<file path="src/hdl/cait_pkg.sv">
// Shared types, codes and helpers for the card ID allowlist table.
`timescale 1ns / 1ps

package cait_pkg;

  localparam int IdW     = 40;
  localparam int StatusW = 3;
  localparam int SlotW   = 7;
  localparam int CountW  = 8;

  localparam logic [IdW-1:0] EMPTY_ID = {IdW{1'b1}};

  localparam logic [1:0] OP_INSERT = 2'd0;
  localparam logic [1:0] OP_DELETE = 2'd1;
  localparam logic [1:0] OP_CLEAR  = 2'd2;

  localparam logic [StatusW-1:0] STAT_STORED    = 3'd0;
  localparam logic [StatusW-1:0] STAT_PRESENT   = 3'd1;
  localparam logic [StatusW-1:0] STAT_FULL      = 3'd2;
  localparam logic [StatusW-1:0] STAT_DELETED   = 3'd3;
  localparam logic [StatusW-1:0] STAT_NOT_FOUND = 3'd4;
  localparam logic [StatusW-1:0] STAT_CLEARED   = 3'd5;

  typedef enum logic [2:0] {
    S_SWEEP,
    S_IDLE,
    S_SCAN,
    S_DECIDE,
    S_DONE
  } state_t;

  typedef struct packed {
    logic done;
    logic free_found;
    logic match_found;
  } scan_stat_t;

  function automatic logic has_ff_byte(input logic [IdW-1:0] v);
    logic r;
    r = 1'b0;
    for (int b = 0; b < IdW / 8; b++) begin
      if (v[8*b +: 8] == 8'hFF) begin
        r = 1'b1;
      end
    end
    return r;
  endfunction

endpackage

</file>
<file path="src/hdl/cait_scan.sv">
// Scan unit: compares each slot read from the table and tracks the lowest free and matching slots.
`timescale 1ns / 1ps

module cait_scan
  import cait_pkg::*;
#(
  parameter int SLOTS = 128
) (
  input  logic                     clk,
  input  logic                     rst,
  input  logic                     start,
  input  logic                     issue,
  input  logic                     issue_last,
  input  logic [$clog2(SLOTS)-1:0] issue_addr,
  input  logic [IdW-1:0]           rd_data,
  input  logic [IdW-1:0]           key,
  output scan_stat_t               stat,
  output logic [$clog2(SLOTS)-1:0] free_slot,
  output logic [$clog2(SLOTS)-1:0] match_slot
);

  localparam int AW = $clog2(SLOTS);

  logic          cmp_valid;
  logic          cmp_last;
  logic [AW-1:0] cmp_addr;
  logic          free_found;
  logic          match_found;

  always_ff @(posedge clk) begin
    if (rst) begin
      cmp_valid   <= 1'b0;
      cmp_last    <= 1'b0;
      free_found  <= 1'b0;
      match_found <= 1'b0;
    end else begin
      cmp_valid <= issue;
      cmp_last  <= issue & issue_last;
      if (start) begin
        free_found  <= 1'b0;
        match_found <= 1'b0;
      end else if (cmp_valid) begin
        if (!free_found && rd_data == EMPTY_ID) begin
          free_found <= 1'b1;
        end
        if (!match_found && rd_data == key) begin
          match_found <= 1'b1;
        end
      end
    end
  end

  always_ff @(posedge clk) begin
    cmp_addr <= issue_addr;
    if (cmp_valid && !free_found && rd_data == EMPTY_ID) begin
      free_slot <= cmp_addr;
    end
    if (cmp_valid && !match_found && rd_data == key) begin
      match_slot <= cmp_addr;
    end
  end

  assign stat.done        = cmp_valid & cmp_last;
  assign stat.free_found  = free_found;
  assign stat.match_found = match_found;

endmodule

</file>
<file path="config.mk">
export PLATFORM = sky130hd
export DESIGN_NAME = cait_scan
export DESIGN_NICKNAME = d
export VERILOG_FILES = /design/src/hdl/cait_pkg.sv /design/src/hdl/cait_scan.sv
export SDC_FILE = /design/constraint.sdc
export NUM_CORES = 1
export LEC_CHECK = 0
export BUFFER_PORTS_ARGS = -buffer_cell sky130_fd_sc_hd__buf_2
export CAP_MARGIN = 10
export CELL_PAD_IN_SITES_DETAIL_PLACEMENT = 1
export CELL_PAD_IN_SITES_GLOBAL_PLACEMENT = 1
export CORE_AREA = 4 4 86 64
export DETAILED_ROUTE_END_ITERATION = 10
export DIE_AREA = 0 0 90 68
export GPL_ROUTABILITY_DRIVEN = 0
export PLACE_DENSITY = 0.78
export SETUP_SLACK_MARGIN = 0.3
export SYNTH_ARGS = -nofsm -noshare
export SYNTH_HDL_FRONTEND = slang
export SYNTH_SLANG_ARGS = --single-unit
</file>
<file path="constraint.sdc">
create_clock -name clk -period 3.7 [get_ports clk]
set_input_delay 0.925 -clock clk [delete_from_list [all_inputs] [get_ports clk]]
set_output_delay 0.925 -clock clk [all_outputs]
set_load 0.05 [all_outputs]
</file>
==> results_dict.tcl <==
set metrics [dict create \
    status "completed" \
    die_h_um 68 \
    cts_buffers 3 \
    period_needed_ns 2.33 \
    cp_data_required_time_ns 3.68 \
    core_area_um2 4650 \
    fin_crit_sh_pct 63.0 \
    crit_type "input port to flip-flop" \
    diodes 0 \
    clk_pin_slew_ns 0.08 \
    grt_max_degree 15 \
    layout-drive-gt1-share_pct 54.1 \
    grt_pass1_wl_um 6970 \
    synthTopCellsByCount "xor2_1 (32), edfxtp_1 (14), dfxtp_1 (11), nand4_1 (11)" \
    rrSetupSlack_ns 2.07 \
    grt_use_met1_pct 16.7 \
    synth_edf_count 14 \
    rows 21 \
    synth_cells 110 \
    cts_tree "built" \
    dp_cells 275 \
    max-vdd-ir-drop_v 0.000164 \
    htree_levels 1 \
    ctsHoldBuffers 0 \
    drc 0 \
    setup_viol_count_final 0 \
    cts_buffer_depth 2 \
    cts-resized-gates 0 \
    reg2reg_from "cmp_valid" \
    hold_viol 0 \
    synth_top_area_cell "edfxtp_1" \
    final_max_slew_viol_count 0 \
    die-area_um2 6120 \
    maxSlewHeadroom_pct 69.8 \
    gr-max-usage-layer "met2" \
    first_pass_iters 4 \
    syn2layout_area_growth_pct 52.1 \
    r2r_cells 5 \
    clock-sinks 25 \
    insertion_delay_ns 0.26 \
    ioPinCount 109 \
    finalInstanceArea_um2 1940 \
    ys_ff_latch 25 \
    netlist.area_leader.share_pct 33.0 \
    internal-power_mw 0.432 \
    grt.overflow.total 0 \
    holdWs_ns 0.438 \
    switchingPower_mw 0.136 \
    antenna_left 0 \
    finClkSkew_ns 0.00230 \
    fin_cells 279 \
    fin_util_pct 41.7 \
    yosys_most_used_dff "edfxtp_1" \
    seqPwrFrac_pct 52.9 \
    critPathLaunchType "input port" \
    synth_cell_types 24 \
    worstMarginPinSlew_ns 0.449 \
    hp-class "flip-flop to flip-flop" \
    yosysMostFrequentCell "xor2_1" \
    path_max_fanout 8 \
    grt_pass1_vias 1420 \
    avgViaCountPerCell 4.51 \
    ys_warn_count 0 \
    clkPwrFrac_pct 27.5 \
    routed_wl_um 4590 \
    syn_nets 202 \
    dpl_cell_area_um2 1890 \
    grt_use_total_pct 14.6 \
    fin_nets 315 \
    crit_start "rd_data[33]" \
    async_flop_share_pct 0 \
    netlist_area_um2 1270 \
    p_leak_nw 0.921 \
    power_density_nw_per_um2 293 \
    numPortBuffers 108 \
    cts_root_buf "clkbuf_8" \
    dpl.hpwl_um 4210 \
    ys_seq_area_share_pct 50.2 \
    initial_core_util_pct 27.4 \
    timing.critical_path.to "match_slot[1]" \
    power.share.combinational_pct 19.6 \
    slowest_stage "nor4_1" \
    end_kind "flip-flop" \
    setup_tns_ns 0 \
    synth_area_leaders "edfxtp_1 (33%), xor2_1 (22%), dfxtp_1 (17%)" \
    synth.avg_cell_area_um2 11.6 \
    reg2reg_to "match_slot[1]" \
    gr-usage-met2_pct 29.1 \
    cts_setup_buffers 0 \
    grt_antenna_before_repair 0 \
    num_vias 1259 \
    crit_path_max_incr_delay_ns 0.44 \
    rsz0062_at_grt "no" \
    max_freq_mhz 429 \
    use_met3_pct 3.08 \
    p_sw_share_pct 23.9 \
    wl_per_cell_um 16.4 \
    die_w_um 90 \
    path_cells "buf_2 > xor2_1 > nor4_1 > nand4_1 > nor4_2 > buf_4" \
    drt_iter0_drc 24 \
    drv_cap 0 \
    cp.arrival_ns 2.31 \
]
[area by class of cell]
class	count	area [µm²]
Fill cell	566	2710
Sequential cell	25	641
Multi-Input combinational cell	74	592
Timing Repair Buffer	110	556
Tap cell	57	71.3
Clock buffer	3	41.3
Inverter	9	33.8
Clock inverter	1	5.00
[worst min path at each step]
| stage | from | to | depth (start not counted) |
|---|---|---|---|
| 6_report | cmp_addr[2] | match_slot[2] | 0 |
| 5_1_grt | cmp_addr[2] | match_slot[2] | 0 |
| 4_1_cts | cmp_addr[2] | free_slot[2] | 0 |
| 3_5_place_dp | cmp_addr[2] | free_slot[2] | 0 |
| 3_3_place_gp | cmp_addr[3] | match_slot[3] | 0 |
| 2_1_floorplan | cmp_addr[0] | free_slot[0] | 0 |
[placed cells by master, fill, tap and decap left out]
| cell type | n |
|---|---|
| nand4b_1 | 1 |
| o22a_1 | 1 |
| nor3_1 | 1 |
| buf_4 | 2 |
| o221a_2 | 1 |
| o21a_1 | 2 |
| buf_2 | 108 |
| clkbuf_8 | 3 |
| a2bb2oi_1 | 2 |
| nand4_2 | 1 |
| nor2_1 | 1 |
| nor2b_1 | 1 |
| nand3_1 | 1 |
| a211oi_1 | 1 |
| edfxtp_1 | 14 |
| clkinv_2 | 1 |
| xor2_1 | 32 |
| nand4_1 | 11 |
| a222oi_1 | 1 |
| nor4_1 | 8 |
| nand2_1 | 2 |
| and2_1 | 2 |
| dfxtp_1 | 11 |
| inv_1 | 9 |
| nor4_2 | 3 |
| xnor2_1 | 1 |
| a221oi_2 | 1 |
[power by group through the flow]
stage	Combinational, mW	Sequential [mW]	Clock (mW)
floorplan	0.0404	0.305	0
detailed placement	0.112	0.307	0
CTS	0.112	0.300	0.161
global placement	0.110	0.306	0
finish	0.111	0.300	0.156
global route	0.123	0.301	0.175
[state kept, by name, indices dropped and copies added (netlist names)]
| name | flops |
|---|---|
| cmp_valid | 1 |
| cmp_last | 1 |
| free_found | 1 |
| free_slot | 7 |
| match_slot | 7 |
| match_found | 1 |
| cmp_addr | 7 |
[through the flow]
step	setup slack [ns]	total power [mW]
2_1_floorplan	1.17	0.346
3_3_place_gp	1.07	0.416
3_5_place_dp	1.09	0.418
4_1_cts	1.37	0.574
5_1_grt	1.31	0.600
6_report	1.37	0.567
[logic make-up (layout without fill, tap and decap cells)]
logic type                after synthesis  count (layout)  synth area share [%]
AOI/OAI and AO/OA                       9               9                  6.67
xor gates and xnor gates               33              33                  22.7
buffers and inverters                  11             123                  3.83
DFF                                    25              25                  50.2
and+or+nand+nor                        32              32                  16.6
[critical path: cells and delay by family]
family | cells | cell delay [ns]
xor+xnor | 1 | 0.16
buf+inv | 2 | 0.34
simple gates | 3 | 0.88
[layer usage]
layer	wire, µm	vias up
met5	0	-
met4	27	0
met3	222	2
met2	2470	39
met1	1870	587
li1	-	631
No activity file was read; power rests on OpenSTA's default activity.
